### config.mk
export PLATFORM = sky130hd
export DESIGN_NAME = deque_with_remove_by_value
export DESIGN_NICKNAME = d
export VERILOG_FILES = /design/src/design/deq_pkg.sv /design/src/design/deque_with_remove_by_value.sv /design/src/design/deq_engine.sv /design/src/design/deq_out_buf.sv
export SDC_FILE = /design/constraint.sdc
export NUM_CORES = 1
export LEC_CHECK = 0
export ABC_AREA = 0
export BUFFER_PORTS_ARGS = -buffer_cell sky130_fd_sc_hd__clkbuf_2
export CAP_MARGIN = 25
export CORE_MARGIN = 10
export CORE_UTILIZATION = 60
export DETAILED_ROUTE_END_ITERATION = 6
export GPL_ROUTABILITY_DRIVEN = 0
export PLACE_DENSITY = 0.77
export SETUP_SLACK_MARGIN = 0.1
export SYNTH_ARGS = -nofsm -noshare
export SYNTH_HDL_FRONTEND = slang
export SYNTH_SLANG_ARGS = --single-unit
### constraint.sdc
create_clock -name clk -period 6.2 [get_ports clk]
set_input_delay 0 -clock clk [delete_from_list [all_inputs] [get_ports clk]]
set_output_delay 0 -clock clk [all_outputs]
set_load 0.005 [all_outputs]
### src/design/deq_pkg.sv
// shared types, constants and helpers for the deque with remove-by-value
`timescale 1ns / 1ps
package deq_pkg;

	// sizing
	localparam int DEPTH     = 16;
	localparam int WORD_BITS = 32;
	localparam int PTR_W     = $clog2(DEPTH);
	localparam int CNT_W     = $clog2(DEPTH + 1);
	localparam int SUM_W     = CNT_W + 1;

	// port field widths
	localparam int FUNC_W = 3;
	localparam int VAL_W  = 32;
	localparam int STAT_W = 2;
	localparam int OCNT_W = 5;

	// request codes
	localparam logic [FUNC_W-1:0] F_PUSH_FRONT = 3'd0;
	localparam logic [FUNC_W-1:0] F_PUSH_BACK  = 3'd1;
	localparam logic [FUNC_W-1:0] F_POP_FRONT  = 3'd2;
	localparam logic [FUNC_W-1:0] F_POP_BACK   = 3'd3;
	localparam logic [FUNC_W-1:0] F_REMOVE     = 3'd4;

	// status codes
	localparam logic [STAT_W-1:0] STAT_OK       = 2'd0;
	localparam logic [STAT_W-1:0] STAT_EMPTY    = 2'd1;
	localparam logic [STAT_W-1:0] STAT_NOTFOUND = 2'd2;
	localparam logic [STAT_W-1:0] STAT_FULL     = 2'd3;

	typedef logic [WORD_BITS-1:0] word_t;
	typedef logic [PTR_W-1:0]     ptr_t;
	typedef logic [CNT_W-1:0]     cnt_t;

	typedef struct packed {
		logic [STAT_W-1:0] status;
		logic [VAL_W-1:0]  removed_value;
		logic [OCNT_W-1:0] entry_count;
		logic              is_empty;
	} result_t;

	// circular add, base below DEPTH and offset at most DEPTH
	function automatic ptr_t ptr_add(ptr_t base, cnt_t off);
		logic [SUM_W-1:0] sum;
		sum = SUM_W'(base) + SUM_W'(off);
		if (sum >= SUM_W'(DEPTH)) begin
			sum = sum - SUM_W'(DEPTH);
		end
		return PTR_W'(sum);
	endfunction

	// circular decrement
	function automatic ptr_t ptr_dec(ptr_t base);
		ptr_t r;
		if (base == '0) begin
			r = PTR_W'(DEPTH - 1);
		end else begin
			r = base - PTR_W'(1);
		end
		return r;
	endfunction

	// port value to stored word, zero extended or truncated
	function automatic word_t to_word(logic [VAL_W-1:0] v);
		logic [63:0] t;
		t = 64'(v);
		return t[WORD_BITS-1:0];
	endfunction

	// stored word to port value
	function automatic logic [VAL_W-1:0] to_port(word_t w);
		logic [63:0] t;
		t = 64'(w);
		return t[VAL_W-1:0];
	endfunction

endpackage

### src/design/deque_with_remove_by_value.sv
// top level of the bounded deque with remove-by-value
`timescale 1ns / 1ps
// Bounded deque of up to 16 words kept in one memory with a registered read
// port, addressed as a ring from a head pointer. One request is worked at a
// time: a push goes from accept straight to the result state, a pop passes
// first through a read state, and a remove by value through a scan state,
// since the single read port walks the entries from the front, one a cycle,
// comparing and then moving each entry behind the match down by one. The
// result waits in an output register, so the next request is accepted while
// it is still untaken. Every request gives exactly one result transaction.
module deque_with_remove_by_value (
	input  logic        clk,
	input  logic        arst_n,
	input  logic        s_tvalid,
	output logic        s_tready,
	input  logic [31:0] s_tdata,   // value [31:0]
	input  logic [2:0]  s_tuser,   // func [2:0]
	output logic        m_tvalid,
	input  logic        m_tready,
	output logic [39:0] m_tdata    // status [1:0], removed_value [33:2],
	                               // entry_count [38:34], is_empty [39]
);
	import deq_pkg::*;

	logic    res_valid;
	logic    res_ready;
	result_t res;
	result_t out_res;

	// request sequencer and memory
	deq_engine u_engine (
		.clk       (clk),
		.arst_n    (arst_n),
		.req_valid (s_tvalid),
		.req_ready (s_tready),
		.req_func  (s_tuser),
		.req_value (s_tdata),
		.res_valid (res_valid),
		.res_ready (res_ready),
		.res       (res)
	);

	// result register
	deq_out_buf u_out_buf (
		.clk       (clk),
		.arst_n    (arst_n),
		.in_valid  (res_valid),
		.in_ready  (res_ready),
		.in_res    (res),
		.out_valid (m_tvalid),
		.out_ready (m_tready),
		.out_res   (out_res)
	);

	assign m_tdata = {out_res.is_empty, out_res.entry_count,
	                  out_res.removed_value, out_res.status};

	// result fields agree with each other
	a_count_bound: assert property (@(posedge clk) disable iff (!arst_n)
		m_tvalid |-> (out_res.entry_count <= OCNT_W'(DEPTH)))
		else $error("entry count above depth");

	a_empty_flag: assert property (@(posedge clk) disable iff (!arst_n)
		m_tvalid |-> (out_res.is_empty == (out_res.entry_count == '0)))
		else $error("empty flag disagrees with count");

	a_full_status: assert property (@(posedge clk) disable iff (!arst_n)
		(m_tvalid && (out_res.status == STAT_FULL))
		|-> (out_res.entry_count == OCNT_W'(DEPTH)))
		else $error("full status below depth");

	a_fail_no_word: assert property (@(posedge clk) disable iff (!arst_n)
		(m_tvalid && (out_res.status != STAT_OK)) |-> (out_res.removed_value == '0))
		else $error("refused request returned a word");

	a_empty_status: assert property (@(posedge clk) disable iff (!arst_n)
		(m_tvalid && (out_res.status == STAT_EMPTY)) |-> out_res.is_empty)
		else $error("empty status with entries held");

endmodule

### src/design/deq_engine.sv
// request sequencer with the circular word memory
`timescale 1ns / 1ps
module deq_engine (
	input  logic                        clk,
	input  logic                        arst_n,
	input  logic                        req_valid,
	output logic                        req_ready,
	input  logic [deq_pkg::FUNC_W-1:0]  req_func,
	input  logic [deq_pkg::VAL_W-1:0]   req_value,
	output logic                        res_valid,
	input  logic                        res_ready,
	output deq_pkg::result_t            res
);
	import deq_pkg::*;

	localparam logic [1:0] S_IDLE = 2'd0;
	localparam logic [1:0] S_POP  = 2'd1;
	localparam logic [1:0] S_SCAN = 2'd2;
	localparam logic [1:0] S_RESP = 2'd3;

	logic [1:0]        state_q;
	ptr_t              head_q;
	cnt_t              cnt_q;
	word_t             key_q;
	word_t             removed_q;
	logic [STAT_W-1:0] status_q;
	logic              found_q;
	cnt_t              rd_pos_q;
	logic              val_s1;
	cnt_t              pos_s1;
	word_t             rd_data_q;
	word_t             mem [DEPTH];

	logic  accept;
	logic  full;
	logic  empty;
	word_t in_word;
	logic  mem_we;
	ptr_t  mem_waddr;
	word_t mem_wdata;
	logic  mem_re;
	ptr_t  mem_raddr;
	logic  match;
	logic  last;

	assign accept  = req_valid && (state_q == S_IDLE);
	assign full    = (cnt_q == CNT_W'(DEPTH));
	assign empty   = (cnt_q == '0);
	assign in_word = to_word(req_value);
	assign match   = val_s1 && !found_q && (rd_data_q == key_q);
	assign last    = val_s1 && (pos_s1 == cnt_q - CNT_W'(1));

	// memory port control
	always_comb begin
		mem_we    = 1'b0;
		mem_waddr = head_q;
		mem_wdata = in_word;
		mem_re    = 1'b0;
		mem_raddr = head_q;
		if (accept) begin
			unique case (req_func)
				F_PUSH_FRONT: begin
					mem_we    = !full;
					mem_waddr = ptr_dec(head_q);
				end
				F_PUSH_BACK: begin
					mem_we    = !full;
					mem_waddr = ptr_add(head_q, cnt_q);
				end
				F_POP_FRONT: begin
					mem_re    = !empty;
					mem_raddr = head_q;
				end
				F_POP_BACK: begin
					mem_re    = !empty;
					mem_raddr = ptr_add(head_q, cnt_q - CNT_W'(1));
				end
				default: begin
				end
			endcase
		end else if (state_q == S_SCAN) begin
			// read the next position, move entries past the match down by one
			mem_re    = (rd_pos_q < cnt_q);
			mem_raddr = ptr_add(head_q, rd_pos_q);
			mem_we    = val_s1 && found_q;
			mem_waddr = ptr_add(head_q, pos_s1 - CNT_W'(1));
			mem_wdata = rd_data_q;
		end
	end

	// word memory
	always_ff @(posedge clk) begin
		if (mem_we) begin
			mem[mem_waddr] <= mem_wdata;
		end
		if (mem_re) begin
			rd_data_q <= mem[mem_raddr];
		end
	end

	// sequencer
	always_ff @(posedge clk or negedge arst_n) begin
		if (!arst_n) begin
			state_q   <= S_IDLE;
			head_q    <= '0;
			cnt_q     <= '0;
			key_q     <= '0;
			removed_q <= '0;
			status_q  <= STAT_OK;
			found_q   <= 1'b0;
			rd_pos_q  <= '0;
			val_s1    <= 1'b0;
			pos_s1    <= '0;
		end else begin
			unique case (state_q)
				S_IDLE: begin
					if (accept) begin
						key_q     <= in_word;
						removed_q <= '0;
						status_q  <= STAT_OK;
						found_q   <= 1'b0;
						rd_pos_q  <= '0;
						val_s1    <= 1'b0;
						state_q   <= S_RESP;
						unique case (req_func)
							F_PUSH_FRONT: begin
								if (full) begin
									status_q <= STAT_FULL;
								end else begin
									head_q <= ptr_dec(head_q);
									cnt_q  <= cnt_q + CNT_W'(1);
								end
							end
							F_PUSH_BACK: begin
								if (full) begin
									status_q <= STAT_FULL;
								end else begin
									cnt_q <= cnt_q + CNT_W'(1);
								end
							end
							F_POP_FRONT: begin
								if (empty) begin
									status_q <= STAT_EMPTY;
								end else begin
									head_q  <= ptr_add(head_q, CNT_W'(1));
									cnt_q   <= cnt_q - CNT_W'(1);
									state_q <= S_POP;
								end
							end
							F_POP_BACK: begin
								if (empty) begin
									status_q <= STAT_EMPTY;
								end else begin
									cnt_q   <= cnt_q - CNT_W'(1);
									state_q <= S_POP;
								end
							end
							F_REMOVE: begin
								if (empty) begin
									status_q <= STAT_EMPTY;
								end else begin
									state_q <= S_SCAN;
								end
							end
							default: begin
							end
						endcase
					end
				end
				S_POP: begin
					removed_q <= rd_data_q;
					state_q   <= S_RESP;
				end
				S_SCAN: begin
					if (mem_re) begin
						rd_pos_q <= rd_pos_q + CNT_W'(1);
					end
					val_s1 <= mem_re;
					pos_s1 <= rd_pos_q;
					if (match) begin
						found_q   <= 1'b1;
						removed_q <= rd_data_q;
					end
					if (last) begin
						if (found_q || match) begin
							cnt_q    <= cnt_q - CNT_W'(1);
							status_q <= STAT_OK;
						end else begin
							status_q <= STAT_NOTFOUND;
						end
						state_q <= S_RESP;
					end
				end
				S_RESP: begin
					if (res_ready) begin
						state_q <= S_IDLE;
					end
				end
				default: begin
					state_q <= S_IDLE;
				end
			endcase
		end
	end

	// result
	assign req_ready           = (state_q == S_IDLE);
	assign res_valid           = (state_q == S_RESP);
	assign res.status          = status_q;
	assign res.removed_value   = to_port(removed_q);
	assign res.entry_count     = OCNT_W'(cnt_q);
	assign res.is_empty        = (cnt_q == '0);

endmodule

### src/design/deq_out_buf.sv
// output register between the sequencer and the result stream
`timescale 1ns / 1ps
module deq_out_buf (
	input  logic             clk,
	input  logic             arst_n,
	input  logic             in_valid,
	output logic             in_ready,
	input  deq_pkg::result_t in_res,
	output logic             out_valid,
	input  logic             out_ready,
	output deq_pkg::result_t out_res
);
	import deq_pkg::*;

	logic    valid_q;
	result_t res_q;

	assign in_ready  = !valid_q || out_ready;
	assign out_valid = valid_q;
	assign out_res   = res_q;

	// hold one result until the downstream takes it
	always_ff @(posedge clk or negedge arst_n) begin
		if (!arst_n) begin
			valid_q <= 1'b0;
			res_q   <= '0;
		end else if (in_ready) begin
			valid_q <= in_valid;
			if (in_valid) begin
				res_q <= in_res;
			end
		end
	end

endmodule

---- Yosys cells after proc, flatten, opt, wreduce, memory -nomap -nowiden ----
Memories as Yosys holds them, arrays and structs flattened. A register that Yosys moved wholly into a read port is not among the register bits.
Cells that the tools add are included.
W data, S select, Z words.
word-level totals
  flip-flop bits (word level) ............. 130
  memory bits (writable) .................. 512
  bits of input ports ..................... 39
  output and inout port bits .............. 42
  logic and storage cells ................. 145
  memories kept ........................... 1
operators by class
  $add $sub $neg .......................... 15
  $lt $le $gt $ge ......................... 6
  equal/unequal tests ..................... 21
  mux-type cells .......................... 56
  reductions and logical operators ........ 31
memory list
  memory        depth  width  read ports  clocked after Yosys merged registers in  write ports  line              text
  u_engine.mem  16     32     1           1                                        1            deq_engine.sv:32  word_t mem [DEPTH];
operator list
  operator               count
  $mux W32               4
  $pmux W32 S3           1
  $mux W4                13
  $mux W5                7
  $eq A32 B32 Y1         1
  $pmux W5 S2            3
  $add A4 B5 Y6          4
  $ge A6 B5 Y1 const B   4
  $sub A4 B1 Y4 const B  6
  $mux W2                8
  $pmux W4 S2            2
  $reduce_and A3 Y1      5
  $mux W1                12
  $pmux W2 S2            3
  $add A5 B1 Y5 const B  2
  $sub A5 B1 Y5 const B  2
  $ne A3 B3 Y1 const B   3
  $ne A2 B1 Y1 const B   4
  $ne A2 B2 Y1 const B   4
  $pmux W2 S4            1
  $reduce_and A7 Y1      1
  $eq A3 B2 Y1 const B   2
  $reduce_and A2 Y1      3
  $add A4 B1 Y5 const B  1
  21 further kinds       33

---- Logic depth before layout (Yosys ltp) ----
  depth after elaboration ................. 7
  depth in mapped cells ................... 13
  mapped depth without buffers ............ 11

---- By module ----
A second synthesis with hierarchy kept.
unflattened totals
  cells, all modules ...................... 1587
  area, all modules ....................... 27989.3 um^2
by module, submodules not included
  module       instances  cells an instance  area each (um^2)  seq. area each (um^2)
  deq_engine   1          1499               26286.5           18562.8
  deq_out_buf  1          88                 1702.9            1026.0

---- Worst setup path before layout ----
OpenSTA, ideal clock, no wires.
  path kind ............................... register -> register
  start point ............................. register u_engine.pos_s1[0]
  end point ............................... memory u_engine.mem[12][0] (netlist name) (enable)
  library setup time ...................... 0.461 ns
  arrival time ............................ 4.290 ns
  data required time ...................... 5.739 ns
  slack ................................... 1.449 ns
  stages on the path, launching flop included .. 13
  path buffers ............................ 1
  period minus slack after synthesis ...... 4.751 ns
  path through ............................ dfrtp_1 > inv_1 > ha_1 > inv_1 > ha_1 > a21o_1 > a21oi_1 > xnor2_1 > nand3_1 > or3b_1 > o21ai_0 > clkbuf_1 > nor3_1
between the ends
  cells in the longest elaborated chain, start to end .. 6
  elaborated cells on any way between the ends .. 7
  those cells by class .................... 3 x add/sub; 1 x order compare; 3 x mux
RTL lines
  item                                           line                          text
  start, declared                                deq_engine.sv:30              cnt_t pos_s1;
  start signal, assigned                         deq_engine.sv:179             pos_s1 <= rd_pos_q;
  $sub A5 B1 Y5 (*)                              deq_engine.sv:86              mem_waddr = ptr_add(head_q, pos_s1 - CNT_W'(1));
  $add A4 B5 Y6 (*)                              deq_pkg.sv:45                 sum = SUM_W'(base) + SUM_W'(off);
  $ge A6 B5 Y1 or $sub A4 B1 Y4 (tied branches)  deq_pkg.sv:46, deq_pkg.sv:47
  $mux W4 (*)                                    deq_pkg.sv:46                 if (sum >= SUM_W'(DEPTH)) begin
  $mux W4 (*)                                    deq_engine.sv:81              end else if (state_q == S_SCAN) begin
  $mux W4 (*)                                    deq_engine.sv:60              if (accept) begin
  end, declared                                  deq_engine.sv:32
Mark *: on every way between the ends. The rest lies on a longest branch, timed or not.

---- Worst setup path after layout ----
  start point ............................. register u_engine.state_q[0]
  end point ............................... memory u_engine.mem[3][3] (netlist name) (enable)
between the ends
  cells in the longest elaborated chain, start to end .. 5
  elaborated cells on any way between the ends .. 9
  those cells by class .................... 1 x eq/ne; 6 x mux; 2 x reduce/logical
RTL lines
  item                                              line                                text
  start, declared                                   deq_engine.sv:21                    logic [1:0] state_q;
  start signal, assigned                            deq_engine.sv:104                   state_q <= S_IDLE;
  start signal, assigned                            deq_engine.sv:124                   state_q <= S_RESP;
  start signal, assigned                            deq_engine.sv:147                   state_q <= S_POP;
  $eq A2 B2 Y1 or $logic_not A2 Y1 (tied branches)  deq_engine.sv:81, deq_engine.sv:46
  $mux W1 or $logic_and A1 B1 Y1 (tied branches)    deq_engine.sv:81, deq_engine.sv:46
  $mux W1                                           deq_engine.sv:60
  $mux W1                                           deq_engine.sv:93                    if (mem_we) begin
  $mux W1 (implied by the code)                     deq_engine.sv:94                    mem[mem_waddr] <= mem_wdata;
Several ways; a longest one is shown, not always the timed one.

==> out/metrics.yaml <==
status: "complete, no violations"
htreeDepth: 3
layout_common_cells: "edfxtp_1, mux2i_1, nand2_1, dfrtp_1, clkbuf_2"
combPwrFrac_pct: 40.6
yosysSeqAreaShare_pct: 67.5
grt.total_usage_pct: 22.0
ys_types: 70
path_max_fanout: 42
worstPathArrival_ns: 4.80
nets: 2051
drt_iter0_drc: 1289
synth_warnings: 0
clk_latency_ns: 0.60
grt_pass1_vias: 16100
cts_tree: "yes"
leakage_nw: 13.2
wl_per_cell_um: 23.5
cp.required_ns: 6.50
n_antenna_cell: 0
r2r_end: "u_engine.mem[3][3]"
hpwl_um: 38900
final_common_cell: "edfxtp_1"
powerDensity_nw_per_um2: 552
rows: 80
fin_crit_ns: 4.50
synth_top_area_share_pct: 56.3
crit_family: "simple AND/OR/NAND/NOR gates"
r2r_slack_ns: 1.70
synth_edf_count: 544
overflow: 0
vias_per_cell: 5.97
drv_slew: 0
irDropWorstVdd_uv: 361
layout-drive-gt1-share_pct: 16.4
core_um2: 47700
rsz0062_at_grt: "no"
finalWirelength_um: 62400
path_cells: "inv_1, ha_1, and2_2, a211oi_1, a21oi_1, nand3_1, nor2b_4, buf_4"
antenna_found_initial: 0
syn_inst: 1851
instances_no_fill: 2653
hp-class: "in2async"
cpPeakStageDelay_ns: 0.92
worstMarginPinSlew_ns: 1.09
ys_seq_elements: 674
drtPass1Iterations: 6
endpoint_kind: "flip-flop"
drv_cap: 0
cts_root_buffer: "clkbuf_16"
syn-num-nets: 1919
syn_area_um2: 29000
grt_max_degree: 76
grtUsageMet3_pct: 4.17
hold_viol_final: 0
async_flop_share_pct: 19.3
synthTopCellsByArea: "edfxtp_1, mux2i_1, dfrtp_1"
use_met1_pct: 29.2
clk_pin_slew_ns: 0.06
antenna_left: 0
cts_buffers: 68
p_clk_share_pct: 23.6
drc: 0
start_util_pct: 60.8
dieArea_um2: 57500
r2r_start: "u_engine.state_q[0]"
die_x_um: 240
die_h_um: 240
synth_area_leader_cell: "edfxtp_1"
cts_setup_buffers: 0
cp-start-kind: "flip-flop"
postPlaceCellArea_um2: 30100
io_buffers: 80
p_total_mw: 18.1
fill_cells: 3082
io_pins: 81
grt_pass1_wl_um: 95300
dp.cells: 2489
reg2reg_depth: 8
period_share_pct: 72.6
cp_num_buf_inv: 2
cts_max_path_buffers: 3
syn_avg_cell_area_um2: 15.7
finalClockSkew_ns: 0.0159
p_seq_share_pct: 35.8
gr-max-usage-layer: "met2"
grtUsageMet2_pct: 35.6
max_slew_margin_pct: 26.6
finalSetupTns_ns: 0
vias: 15800
syn2layout_area_growth_pct: 13.3
fmax_mhz: 222
swShare_pct: 35.5
synth_top_flop_cell: "edfxtp_1"
path_class: "reg2reg"
cts.sinks: 674
setup_violations: 0
final_util_pct: 68.9
p_int_mw: 11.7
final_cell_area_um2: 32900
p_sw_mw: 6.44
critPathSlowestCell: "and2_2"
-- cell type report --
class	count	area, um2	share of cell area [%]
timing repair buffer	156	1250	3.82
multi-input combinational	1064	8820	26.8
inverter	19	71.3	0.217
clock inverter	37	464	1.41
sequential	674	19600	59.6
tap	615	769	2.34
clock buffer	88	1910	5.81
-- cells in the mapped netlist (7+ instances only) --
library cell and number:
a21o_1 9, dfrtp_1 130, xnor2_1 27, nand2_1 192
nor2b_1 10, mux2_2 71, nor2_1 28, nand4_1 7
o21ai_0 29, nor3_1 13, ha_1 25, edfxtp_1 544
inv_1 19, mux2i_1 472, xor2_1 32, buf_6 14
buf_2 24, o21ai_1 26, clkbuf_1 36, a21oi_1 22
buf_12 10, nand3_1 15
-- repair_timing --
action,in CTS,in global routing
hold buffers,36,0
gates resized for setup,0,0
hold endpoints to repair,218,0
-- cells by family (layout without fill, tap and decap cells) --
logic type      Yosys count  count (layout)  share of synthesized area, %
compound gates          133             133                          2.95
xor+xnor                 61              61                          1.95
fa+ha+maj                29              29                          1.35
buf+inv                 113             300                          2.61
flops                   674             674                          67.5
mux                     543             543                          19.0
simple gates            298             298                          4.56
-- routing by layer --
metal / routed length (um) / vias up
met2: 29900 / 586
li1: - / 7214
met4: 1710 / 0
met3: 4830 / 99
met5: 0 / -
met1: 26000 / 7944
-- flip-flops by register name (all words and copies together) (netlist names) --
register	count
u_engine.cnt_q	5
u_engine.found_q	1
u_engine.head_q	4
u_engine.key_q	32
u_engine.mem	512
u_engine.pos_s1	5
u_engine.rd_data_q	32
u_engine.rd_pos_q	5
u_engine.removed_q	32
u_engine.state_q	2
u_engine.status_q	2
u_engine.val_s1	1
u_out_buf.out_res	40
u_out_buf.out_valid	1
-- how the worst max path moves through the flow --
stage                              from                endpoint  slack, ns  cells past startpoint
global placement    u_engine.state_q[0]  u_engine.rd_data_q[24]       1.88                      9
global route        u_engine.state_q[0]      u_engine.mem[3][3]       1.43                      8
detailed placement  u_engine.state_q[0]      u_engine.mem[3][6]       1.72                      8
finish              u_engine.state_q[0]      u_engine.mem[3][3]       1.70                      8
CTS                 u_engine.state_q[0]  u_engine.rd_data_q[24]       1.70                      9
floorplan            u_engine.pos_s1[0]     u_engine.mem[12][0]       1.45                     12
-- power by group through the flow --
stage,Combinational (mW),Clock [mW],Sequential [mW]
after floorplan,5.92,0,6.32
after global placement,7.01,0,6.55
after detailed placement,7.21,0,6.57
after CTS,7.31,4.33,6.48
after global routing,7.96,4.54,6.55
final,7.37,4.28,6.50
-- through the flow --
stage          worst slack [ns]  hold WS (ns)
2_1_floorplan              1.45        -0.296
3_3_place_gp               1.88        0.0911
3_5_place_dp               1.72        0.0989
4_1_cts                    1.70        0.0364
5_1_grt                    1.43        0.0874
6_report                   1.70        0.0273
No activity file was read; power rests on OpenSTA's default activity.
